File: src/hdl/qvr_pkg.sv
// Shared types and constants for the quaternion vector rotation block.
// No dependencies; imported by qvr_coef, qvr_div_stage, the top level and the testbench.
package qvr_pkg;

   // Quaternion register format (signed Q1.14)
   localparam int QUAT_W = 16;
   localparam logic signed [QUAT_W-1:0] QUAT_W_RESET = 16'sd16384;

   // Width of one rotation matrix coefficient and of the divisor 2n
   localparam int COEF_W = 34;

   // Register index decode
   localparam int CSR_IDX_W = 4;
   typedef enum logic [CSR_IDX_W-1:0] {
      CSR_QUAT_X = 4'd0,
      CSR_QUAT_Y = 4'd1,
      CSR_QUAT_Z = 4'd2,
      CSR_QUAT_W = 4'd3
   } csr_idx_type;

   // Matrix, norm and zero flag derived from the quaternion registers
   typedef struct packed {
      logic [2:0][2:0][COEF_W-1:0] mat;
      logic [COEF_W-1:0]           norm;
      logic [COEF_W-1:0]           div;
      logic                        zero;
   } coef_type;

endpackage

File: src/hdl/qvr_div_stage.sv
// One restoring division stage: one quotient bit for each of three lanes.
// Depends on qvr_pkg.
module qvr_div_stage #(
   parameter int RW    = 54,
   parameter int QW    = 17,
   parameter int SHIFT = 0
) (
   input  logic                         clock,
   input  logic                         reset,
   input  logic                         adv,
   input  logic                         valid_in,
   input  logic [RW-1:0]                rem_in [3],
   input  logic [QW-1:0]                quo_in [3],
   input  logic [qvr_pkg::COEF_W-1:0]   div,
   output logic                         valid_out,
   output logic [RW-1:0]                rem_out [3],
   output logic [QW-1:0]                quo_out [3]
);
   import qvr_pkg::*;

   logic [RW-1:0] dsh;
   logic [RW-1:0] rem_in_c [3];
   logic [QW-1:0] quo_in_c [3];
   logic [RW-1:0] rem_ff [3];
   logic [QW-1:0] quo_ff [3];
   logic          vld_ff;

   assign dsh = RW'(div) << SHIFT;

   // Compare and subtract the shifted divisor
   always_comb begin
      for (int i = 0; i < 3; i++) begin
         if (rem_in[i] >= dsh) begin
            rem_in_c[i] = rem_in[i] - dsh;
            quo_in_c[i] = {quo_in[i][QW-2:0], 1'b1};
         end else begin
            rem_in_c[i] = rem_in[i];
            quo_in_c[i] = {quo_in[i][QW-2:0], 1'b0};
         end
      end
   end

   // Advance when the next stage frees up
   always_ff @(posedge clock) begin
      if (reset) begin
         vld_ff <= 1'b0;
      end else if (adv) begin
         vld_ff <= valid_in;
      end
   end

   always_ff @(posedge clock) begin
      if (adv) begin
         rem_ff <= rem_in_c;
         quo_ff <= quo_in_c;
      end
   end

   assign valid_out = vld_ff;
   assign rem_out   = rem_ff;
   assign quo_out   = quo_ff;

endmodule

File: config.mk
export PLATFORM = sky130hd
export DESIGN_NAME = qvr_div_stage
export DESIGN_NICKNAME = d
export VERILOG_FILES = /design/src/hdl/qvr_pkg.sv /design/src/hdl/qvr_div_stage.sv
export SDC_FILE = /design/constraint.sdc
export NUM_CORES = 1
export LEC_CHECK = 0
export BUFFER_PORTS_ARGS = -buffer_cell sky130_fd_sc_hd__buf_2
export CAP_MARGIN = 10
export CORE_MARGIN = 2
export CORE_UTILIZATION = 30
export CTS_CLUSTER_SIZE = 16
export DETAILED_ROUTE_END_ITERATION = 10
export GPL_TIMING_DRIVEN = 0
export PLACE_DENSITY = 0.49
export SETUP_SLACK_MARGIN = 0.3
export SYNTH_ARGS = -nofsm -noshare
export SYNTH_HDL_FRONTEND = slang
export SYNTH_SLANG_ARGS = --single-unit
File: constraint.sdc
create_clock -name clock -period 4.8 [get_ports clock]
set_clock_uncertainty 0.05 [all_clocks]
set_input_delay 0.24 -clock clock [delete_from_list [all_inputs] [get_ports clock]]
set_output_delay 0.24 -clock clock [all_outputs]
set_load 0.05 [all_outputs]
==> results of run 1 <==
power by group:
group	total [mW]	switching [mW]	leakage, nW	internal [mW]
Sequential	2.41	0.0634	2.09	2.35
Combinational	2.43	1.68	6.14	0.752
Clock	1.94	0.817	0.406	1.12
final timing paths:
| path | to | slack, ns |
|---|---|---|
| max reg2reg | valid_out$_SDFFE_PP0P_ | 3.58 |
| min | rem_out[138]$_DFFE_PP_ | 0.02 |
| max | rem_out[156]$_DFFE_PP_ | 0.62 |
| min reg2reg | valid_out$_SDFFE_PP0P_ | 1.03 |
layer usage:
metal / up-vias / part of all wire (%) / track usage (%) / routed length [µm]
met5: - / 0.047 / 0 / 27
met4: 4 / 2.4 / 5.75 / 1390
met3: 82 / 5.9 / 3.69 / 3360
met2: 456 / 47 / 36.4 / 26600
met1: 6779 / 45 / 28.7 / 25800
li1: 7000 / - / - / -
cells in the final DEF, fill, tap and decap left out, drive strengths merged, types with 14 or more instances in the layout:
master / synthesis / final
buf: 24 / 484
edfxtp: 213 / 213
dlygate4sd3: 0 / 190
a21oi: 179 / 179
nor2: 144 / 144
nand2: 130 / 130
ha: 102 / 102
o21ai: 100 / 100
xnor2: 90 / 90
inv: 67 / 67
xor2: 57 / 57
clkbuf: 25 / 56
nor3: 43 / 43
nand3: 42 / 42
a21o: 34 / 34
nand4: 27 / 27
o21bai: 26 / 26
nand2b: 16 / 16
and3: 16 / 16
or3: 15 / 15
nor2b: 14 / 14
critical path, cell delays in order:
cell and delay (ns):
dlygate4sd3_1 0.52, buf_2 0.12, inv_1 0.05, ha_1 0.16
inv_1 0.05, fa_1 0.43, a211oi_1 0.26, o21bai_1 0.17
a21oi_1 0.20, o211ai_1 0.25, a221oi_1 0.73, o22ai_1 0.32
nor3b_2 0.60, nand3_1 0.18, xnor2_1 0.17
per-stage QoR:
| stage | util (%) | power (mW) | hold slack (ns) | setup WS [ns] | area [µm²] |
|---|---|---|---|---|---|
| floorplan | - | 4.06 | 0.262 | 1.66 | 14700 |
| global placement | 36.5 | 4.75 | 0.350 | 0.167 | 17800 |
| detailed placement | 36.6 | 4.75 | 0.354 | 0.213 | 17800 |
| CTS | 42.2 | 6.86 | 0.0000435 | 0.400 | 20500 |
| global route | 42.2 | 7.10 | 0.00430 | 0.306 | 20500 |
| finish | 42.2 | 6.79 | 0.0198 | 0.618 | 20500 |
final cells by class:
class                           instances  area (µm²)  share of cell area, %
Buffer                                 49         231                   1.13
Timing Repair Buffer                  650        4240                   20.6
Clock buffer                           31         691                   3.37
Multi-Input combinational cell       1195        7790                   37.9
Tap cell                              622         778                   3.79
Inverter                               67         251                   1.23
Sequential cell                       214        6420                   31.3
Clock inverter                         15         124                  0.604
Antenna cell                            3        7.51                 0.0366
Yosys cell counts (11+ instances only):
| library cell | n |
|---|---|
| buf_2 | 11 |
| o21bai_1 | 26 |
| nand3_1 | 42 |
| and3_1 | 16 |
| edfxtp_1 | 213 |
| or3_1 | 15 |
| xnor2_1 | 90 |
| xor2_1 | 57 |
| mux2_2 | 13 |
| a21o_1 | 34 |
| inv_1 | 67 |
| nor4_1 | 12 |
| nand2b_1 | 16 |
| o21ai_0 | 90 |
| nor2_1 | 144 |
| clkbuf_1 | 24 |
| o21a_1 | 11 |
| nor3_1 | 43 |
| a21oi_1 | 179 |
| nor2b_1 | 14 |
| nand4_1 | 27 |
| nand2_1 | 130 |
| ha_1 | 102 |
sequential cells by signal (all words and copies together) (netlist names):
name       cells
quo_out       51
valid_out      1
rem_out      162
cells by family (layout without fill, tap and decap cells):
family          count (synthesis)  in the layout  synth area share (%)
compound gates                425            425                  17.4
xor+xnor                      147            147                  8.77
fa+ha+maj                     105            105                  9.10
buf+inv                       116            812                  3.27
flops                         214            214                  43.7
mux                            15             15                  1.13
other cells                     0              3                     0
simple gates                  503            503                  16.6
timing repair:
action,CTS,global route
setup endpoints to repair,0,27
hold buffers,190,0
resized for setup,0,5
hold endpoints to repair,189,0
==> flow_summary.json, run 1 <==
{
  "syn_to_final_growth_pct": 39.8,
  "synth-seq-cells": 214,
  "port_buffers": 459,
  "grt_pass1_wl_um": 83600,
  "yosysSeqAreaShare_pct": 43.7,
  "end_kind": "flop",
  "min_path_cells": 3,
  "final_cells": 2846,
  "avgRoutedWirePerCell_um": 20.1,
  "routabilityCongestion": 0.866,
  "die_h_um": 225,
  "cts_buffer_depth": 3,
  "rsz0062_at_grt": "false",
  "crit_arrival_ns": 4.45,
  "peakVddDrop_uv": 234,
  "cts_setup_buffers": 0,
  "yosysTopAreaCell": "edfxtp_1",
  "grt_pass1_vias": 14066,
  "relSlewSlack_pct": 38.9,
  "die_w_um": 225,
  "drt_iter0_markers": 861,
  "cts_root_buf": "clkbuf_16",
  "drive_gt1_share_pct": 24.8,
  "cts_tree": "done",
  "drc": 0,
  "path_class": "input pin to flop",
  "numCtsBuffers": 27,
  "yosys_warnings": 0,
  "avgViaCountPerCell": 5.03,
  "insertion_delay_ns": 0.55,
  "placementRows": 81,
  "fill_cells": 4816,
  "drtAntennaViolNets": 0,
  "slew_violations": 0,
  "grtUsageTotal_pct": 21.6,
  "yosysUniqueCellTypes": 71,
  "hp-start": "rem_in[138]",
  "vias": 14321,
  "nets": 2560,
  "cp-start-kind": "input pin",
  "rr_startpoint": "valid_out$_SDFFE_PP0P_",
  "syn_avg_cell_area_um2": 9.63,
  "outcome": "finished clean",
  "startpoint": "rem_in[108]",
  "syn_nets": 1881,
  "synth.area.top_cells": "edfxtp_1 (44%), ha_1 (8.7%), a21oi_1 (6.1%), xnor2_1 (5.4%), nor2_1 (3.7%)",
  "clock-sinks": 214,
  "worst_pin_slew_ns": 0.917,
  "setup_tns_ns": 0,
  "hold_path_class": "input pin to flop",
  "synth-main-ff-cell": "edfxtp_1",
  "r2r_cells": 3,
  "synth_edf_count": 213,
  "syn_inst": 1525,
  "start_util_pct": 30.2,
  "fmax_mhz": 239,
  "critPathRequiredTime_ns": 5.07,
  "ys_async_sr_fraction_pct": 0,
  "maxCapViolations": 0,
  "core_um2": 48600,
  "finalSetupViolCount": 0,
  "finalHoldViolCount": 0,
  "power_density_nw_per_um2": 331,
  "grt_max_degree": 118,
  "htreeDepth": 1,
  "syn_area_um2": 14700,
  "antenna_found_initial": 5,
  "placed_cells": 2607,
  "clk_pin_slew_ns": 0.06,
  "totalWireLength_um": 57200,
  "finalCriticalPeriod_ns": 4.18,
  "finalCritPeriodShare_pct": 87.1,
  "dp_hpwl_um": 45400,
  "yosysTopAreaCellShare_pct": 43.6,
  "gr-total-overflow": 0,
  "io_pins": 465,
  "fp.dieArea_um2": 50700,
  "critPathMaxFanout": 8,
  "detail_route.first_pass.iterations": 5,
  "leakagePower_nw": 8.64
}
Note: power is estimated with default switching activity, not from simulation.
==> inputs of run 2 (changes only) <==
==> constraint.sdc (replaced) <==
create_clock -name clock -period 4.7 [get_ports clock]
set_clock_uncertainty 0.05 [all_clocks]
set_input_delay 0.235 -clock clock [delete_from_list [all_inputs] [get_ports clock]]
set_output_delay 0.235 -clock clock [all_outputs]
set_load 0.05 [all_outputs]
==> run 2 against run 1 <==
  * Clock power up 2%
  * Setup slack worse by 0.16 ns
  * Power up 2.2%
  * Final cell count about the same
  * Count of clock-buffer cells in the layout unchanged
  * Critical path type unchanged
  * Largest power group unchanged
==> flow_summary.json, run 2 (synthesis gave the netlist of run 1 again) <==
{
  "setup_tns_ns": 0,
  "outcome": "finished clean",
  "grt_pass1_vias": 14079,
  "cts_tree": "done",
  "grt_max_degree": 118,
  "syn_to_final_growth_pct": 40.0,
  "slew_violations": 0,
  "dp_hpwl_um": 45400,
  "peakVddDrop_uv": 239,
  "port_buffers": 459,
  "finalCritPeriodShare_pct": 90.3,
  "critPathMaxFanout": 8,
  "placed_cells": 2607,
  "hold_path_class": "input pin to flop",
  "avgViaCountPerCell": 5.03,
  "htreeDepth": 1,
  "rr_startpoint": "valid_out$_SDFFE_PP0P_",
  "io_pins": 465,
  "worst_pin_slew_ns": 0.917,
  "final_common_cell": "buf_2",
  "gr-total-overflow": 0,
  "r2r_cells": 3,
  "crit_arrival_ns": 4.51,
  "fmax_mhz": 236,
  "min_to": "rem_out[117]$_DFFE_PP_",
  "drc": 0,
  "cts_root_buf": "clkbuf_16",
  "die_h_um": 225,
  "finalSetupViolCount": 0,
  "rsz0062_at_grt": "true",
  "cts_buffer_depth": 3,
  "nets": 2563,
  "utilization_pct": 42.3,
  "core_um2": 48600,
  "clock-sinks": 214,
  "path_class": "input pin to flop",
  "largest_reg_flops": 162,
  "vias": 14314,
  "cp-start-kind": "input pin",
  "grtUsageTotal_pct": 21.6,
  "detail_route.first_pass.iterations": 5,
  "die_w_um": 225,
  "most-common-layout-cells": "buf_2 (469), edfxtp_1 (213), dlygate4sd3_1 (193)",
  "drtAntennaViolNets": 0,
  "routabilityCongestion": 0.866,
  "placementRows": 81,
  "min_path_cells": 3,
  "finalCriticalPeriod_ns": 4.24,
  "r2r_slack_ns": 3.49,
  "multiInputGateArea_um2": 7800,
  "grt_pass1_wl_um": 83600,
  "avgRoutedWirePerCell_um": 20.1,
  "relSlewSlack_pct": 38.3,
  "fp.dieArea_um2": 50700,
  "finalHoldViolCount": 0,
  "numCtsBuffers": 27,
  "totalWireLength_um": 57400,
  "pre_cts_slack_ns": 0.118,
  "antenna_found_initial": 4,
  "leakagePower_nw": 8.66,
  "register_area_um2": 6420,
  "setup_slack_ns": 0.456,
  "fill_cells": 4814,
  "clk_pin_slew_ns": 0.06,
  "drt_iter0_markers": 881,
  "power_density_nw_per_um2": 337,
  "hp-start": "rem_in[117]",
  "end_kind": "flop",
  "maxCapViolations": 0,
  "reg2reg_to": "valid_out$_SDFFE_PP0P_",
  "critPathRequiredTime_ns": 4.97,
  "insertion_delay_ns": 0.55,
  "drive_gt1_share_pct": 24.8,
  "final_cells": 2848,
  "start_util_pct": 30.2
}
run 2: cell types whose count changed in the layout (fill, tap and decap cells not counted):
cell / previous run / this run
a211oi_1: 7 / 6
a211oi_2: 1 / 2
diode_2: 3 / 2
dlygate4sd3_1: 190 / 193
o31ai_2: 1 / 0
o31ai_4: 0 / 1
run 2: critical path, stage by stage:
cell	delay [ns]
dlygate4sd3_1	0.52
buf_2	0.12
inv_1	0.05
ha_1	0.16
inv_1	0.05
fa_1	0.43
a211oi_1	0.26
o21bai_1	0.19
a21oi_1	0.24
o211ai_1	0.25
a221oi_1	0.74
o22ai_1	0.32
nor3b_2	0.60
nand3_1	0.18
xnor2_1	0.17
run 2: how the worst max path moves through the flow:
stage / startpoint / to / slack, ns
after floorplan: div[1] / rem_out[161]$_DFFE_PP_ / 1.56
after global placement: adv / valid_out$_SDFFE_PP0P_ / 0.07
after detailed placement: div[9] / rem_out[115]$_DFFE_PP_ / 0.12
after CTS: rem_in[108] / rem_out[115]$_DFFE_PP_ / 0.32
after global routing: rem_in[108] / rem_out[156]$_DFFE_PP_ / 0.28
final: rem_in[108] / rem_out[156]$_DFFE_PP_ / 0.46
run 2: stage by stage:
step	hold WS (ns)	total power, mW	instance area [µm²]
after CTS	0.0000995	7.01	20500
final	0.0229	6.94	20600
after floorplan	0.257	4.15	14700
after global routing	0.0369	7.26	20600
after global placement	0.345	4.85	17800
after detailed placement	0.349	4.85	17800
run 2: timing repair:
action,CTS,global route
endpoints found under the hold margin,191,1
buffers inserted,0,0
hold buffers,192,1
endpoints found under the setup margin,0,36
resized for setup,0,7
run 2: final cells by class:
| class | instances | area share [%] |
|---|---|---|
| Buffer | 49 | 1.13 |
| Sequential cell | 214 | 31.2 |
| Inverter | 67 | 1.22 |
| Multi-Input combinational cell | 1195 | 37.9 |
| Timing Repair Buffer | 653 | 20.7 |
| Tap cell | 622 | 3.78 |
| Antenna cell | 2 | 0.0243 |
| Clock inverter | 15 | 0.602 |
| Clock buffer | 31 | 3.36 |
run 2: power by group:
part	internal [mW]	leakage, nW	switching [mW]
logic	0.770	6.16	1.72
registers	2.40	2.09	0.0648
clock network	1.15	0.406	0.835
run 2: per-layer routing:
| metal | share of wire [%] | global-route usage (%) | wire, µm |
|---|---|---|---|
| met4 | 2.5 | 5.77 | 1420 |
| met3 | 5.9 | 3.69 | 3380 |
| met1 | 45 | 28.7 | 25900 |
| met5 | 0.047 | 0 | 27 |
| met2 | 47 | 36.4 | 26700 |
==> inputs of run 3 (changes only) <==
--- a/config.mk
+++ b/config.mk
@@ -5,14 +5,14 @@
 export SDC_FILE = /design/constraint.sdc
 export NUM_CORES = 1
 export LEC_CHECK = 0
-export BUFFER_PORTS_ARGS = -buffer_cell sky130_fd_sc_hd__buf_2
 export CAP_MARGIN = 10
 export CORE_MARGIN = 2
 export CORE_UTILIZATION = 30
 export CTS_CLUSTER_SIZE = 16
 export DETAILED_ROUTE_END_ITERATION = 10
+export DONT_BUFFER_PORTS = 1
 export GPL_TIMING_DRIVEN = 0
-export PLACE_DENSITY = 0.49
+export PLACE_DENSITY = 0.41
 export SETUP_SLACK_MARGIN = 0.3
 export SYNTH_ARGS = -nofsm -noshare
 export SYNTH_HDL_FRONTEND = slang
==> run 3 against run 2 <==
  * The run now ends with hold timing left
  * Sequential share of layout area grew 2.8 points
  * Flip-flop and latch count is the same
  * Non-clock buffer count shrank 416
==> flow_summary.json, run 3 (synthesis gave the netlist of run 1 again) <==
{
  "htreeDepth": 1,
  "drt_iter0_markers": 767,
  "slew_violations": 0,
  "path_delay_family": "buffers and inverters",
  "finalSetupViolCount": 0,
  "finalHoldViolCount": 112,
  "peakVddDrop_uv": 278,
  "cts_tree": "done",
  "most-common-layout-cells": "dlygate4sd3_1 (237), edfxtp_1 (213), a21oi_1 (179)",
  "gr-total-overflow": 0,
  "cp_cell_sequence": "dlygate4sd3_1, fa_1, a21oi_1, nor2_1, o31a_1, o2111ai_1, a2111o_1, nand2_1, buf_2, buf_1, nor2_1, a21oi_1, dlygate4sd3_1",
  "violations": "hold timing",
  "insertion_delay_ns": 0.56,
  "setup_slack_ns": 0.569,
  "relSlewSlack_pct": 38.0,
  "fp.dieArea_um2": 50700,
  "cts_buffer_depth": 3,
  "dp_hpwl_um": 44000,
  "totalWireLength_um": 58200,
  "outcome": "complete, but fails checks",
  "final_common_cell": "dlygate4sd3_1",
  "crit_buf_inv": 4,
  "start_util_pct": 30.2,
  "syn_to_final_growth_pct": 28.4,
  "fin_area_um2": 18900,
  "port_buffers": 0,
  "path_class": "input pin to flop",
  "crit_path_top_delay_cell": "o2111ai_1",
  "cp-start-kind": "input pin",
  "crit_arrival_ns": 4.40,
  "leakagePower_nw": 7.10,
  "largest_reg_flops": 162,
  "vias": 12800,
  "setup_tns_ns": 0,
  "drive_gt1_share_pct": 5.46,
  "critPathRequiredTime_ns": 4.97,
  "final_cells": 2436,
  "drtAntennaViolNets": 0,
  "clk_pin_slew_ns": 0.06,
  "power.switching_mw": 2.56,
  "pwr-share-clk_pct": 33.6,
  "cts_setup_buffers": 0,
  "drc": 0,
  "power_frac_seq_pct": 47.9,
  "fmax_mhz": 242,
  "nets": 2148,
  "routabilityCongestion": 0.913,
  "min_to": "rem_out[58]$_DFFE_PP_",
  "power_frac_comb_pct": 18.5,
  "die_h_um": 225,
  "diodes": 0,
  "antenna_found_initial": 0,
  "io_pins": 465,
  "core_um2": 48600,
  "p_int_mw": 4.46,
  "grt_max_degree": 215,
  "power_mw": 7.02,
  "swShare_pct": 36.5,
  "placementRows": 81,
  "maxCapViolations": 0,
  "pre_cts_slack_ns": 0.145,
  "numCtsBuffers": 28,
  "reg2reg_to": "valid_out$_SDFFE_PP0P_",
  "finalCriticalPeriod_ns": 4.13,
  "worst_pin_slew_ns": 0.921,
  "r2r_slack_ns": 3.17,
  "critPathMaxFanout": 10,
  "max_stage_delay_ns": 0.62,
  "clock-sinks": 214,
  "rsz0062_at_grt": "false",
  "end_kind": "flop",
  "holdWs_ns": -0.278,
  "place_area_um2": 15500,
  "placed_cells": 2147,
  "grt_pass1_vias": 12785,
  "rr_startpoint": "valid_out$_SDFFE_PP0P_",
  "power_density_nw_per_um2": 372,
  "grt_pass1_wl_um": 82500,
  "avgRoutedWirePerCell_um": 23.9,
  "r2r_cells": 3,
  "hold_buffers": 237,
  "hold_path_class": "input pin to flop",
  "grtUsageTotal_pct": 21.9,
  "detail_route.first_pass.iterations": 6,
  "min_path_cells": 0,
  "die_w_um": 225,
  "avgViaCountPerCell": 5.25,
  "hp-start": "adv",
  "cts_root_buf": "clkbuf_16",
  "finalCritPeriodShare_pct": 87.9
}
==> run 3: changes by cell type in the layout (fill, tap and decap cells not counted), moves of 2 or more <==
cell           before  now
buf_2             469   11
bufinv_16           2    6
clkbuf_1           26   23
clkbuf_16          27   29
clkinv_2            9    6
clkinvlp_4          1    4
diode_2             2    0
dlygate4sd3_1     193  237
inv_6               0    3
==> run 3: power groups by stage <==
stage	Clock, mW	Sequential (mW)	Combinational (mW)
floorplan	0	3.32	0.829
global placement	0	3.40	1.10
detailed placement	0	3.40	1.09
CTS	2.42	3.37	1.29
global route	2.49	3.38	1.43
finish	2.36	3.36	1.30
==> run 3: area by class of cell <==
class,instances,area (µm²)
Clock inverter,23,287
Sequential cell,214,6420
Clock buffer,29,726
Timing Repair Buffer,237,2370
Buffer,49,230
Fill cell,4902,29800
Tap cell,622,778
Multi-Input combinational cell,1195,7790
Inverter,67,251
==> run 3: repair_timing <==
| item | 4_1_cts | 5_1_grt |
|---|---|---|
| resized for setup | 0 | 4 |
| endpoints found under the hold margin | 422 | 213 |
| endpoints found under the setup margin | 0 | 4 |
==> run 3: worst max path at each step <==
stage / from / endpoint / slack (ns) / depth (start not counted)
floorplan: div[1] / rem_out[161]$_DFFE_PP_ / 1.56 / 12
global placement: div[9] / rem_out[138]$_DFFE_PP_ / 0.07 / 12
detailed placement: div[9] / rem_out[135]$_DFFE_PP_ / 0.15 / 12
CTS: div[9] / rem_out[109]$_DFFE_PP_ / 0.45 / 11
global route: rem_in[55] / rem_out[54]$_DFFE_PP_ / 0.40 / 13
finish: rem_in[55] / rem_out[54]$_DFFE_PP_ / 0.57 / 13
==> run 3: layer usage <==
metal | wire (µm) | GRT usage [%] | vias to the layer above
li1 | - | - | 6189
met1 | 25400 | 28.4 | 6095
met2 | 27200 | 36.3 | 450
met3 | 4170 | 5.42 | 66
met4 | 1410 | 6.15 | 0
met5 | 0 | 0 | -
==> run 3: stage by stage <==
step           hold WS (ns)  utilization [%]
2_1_floorplan         0.257                -
3_3_place_gp          0.264             31.8
3_5_place_dp          0.263             31.8
4_1_cts              -0.297             38.7
5_1_grt              -0.297             38.8
6_report             -0.278             38.8
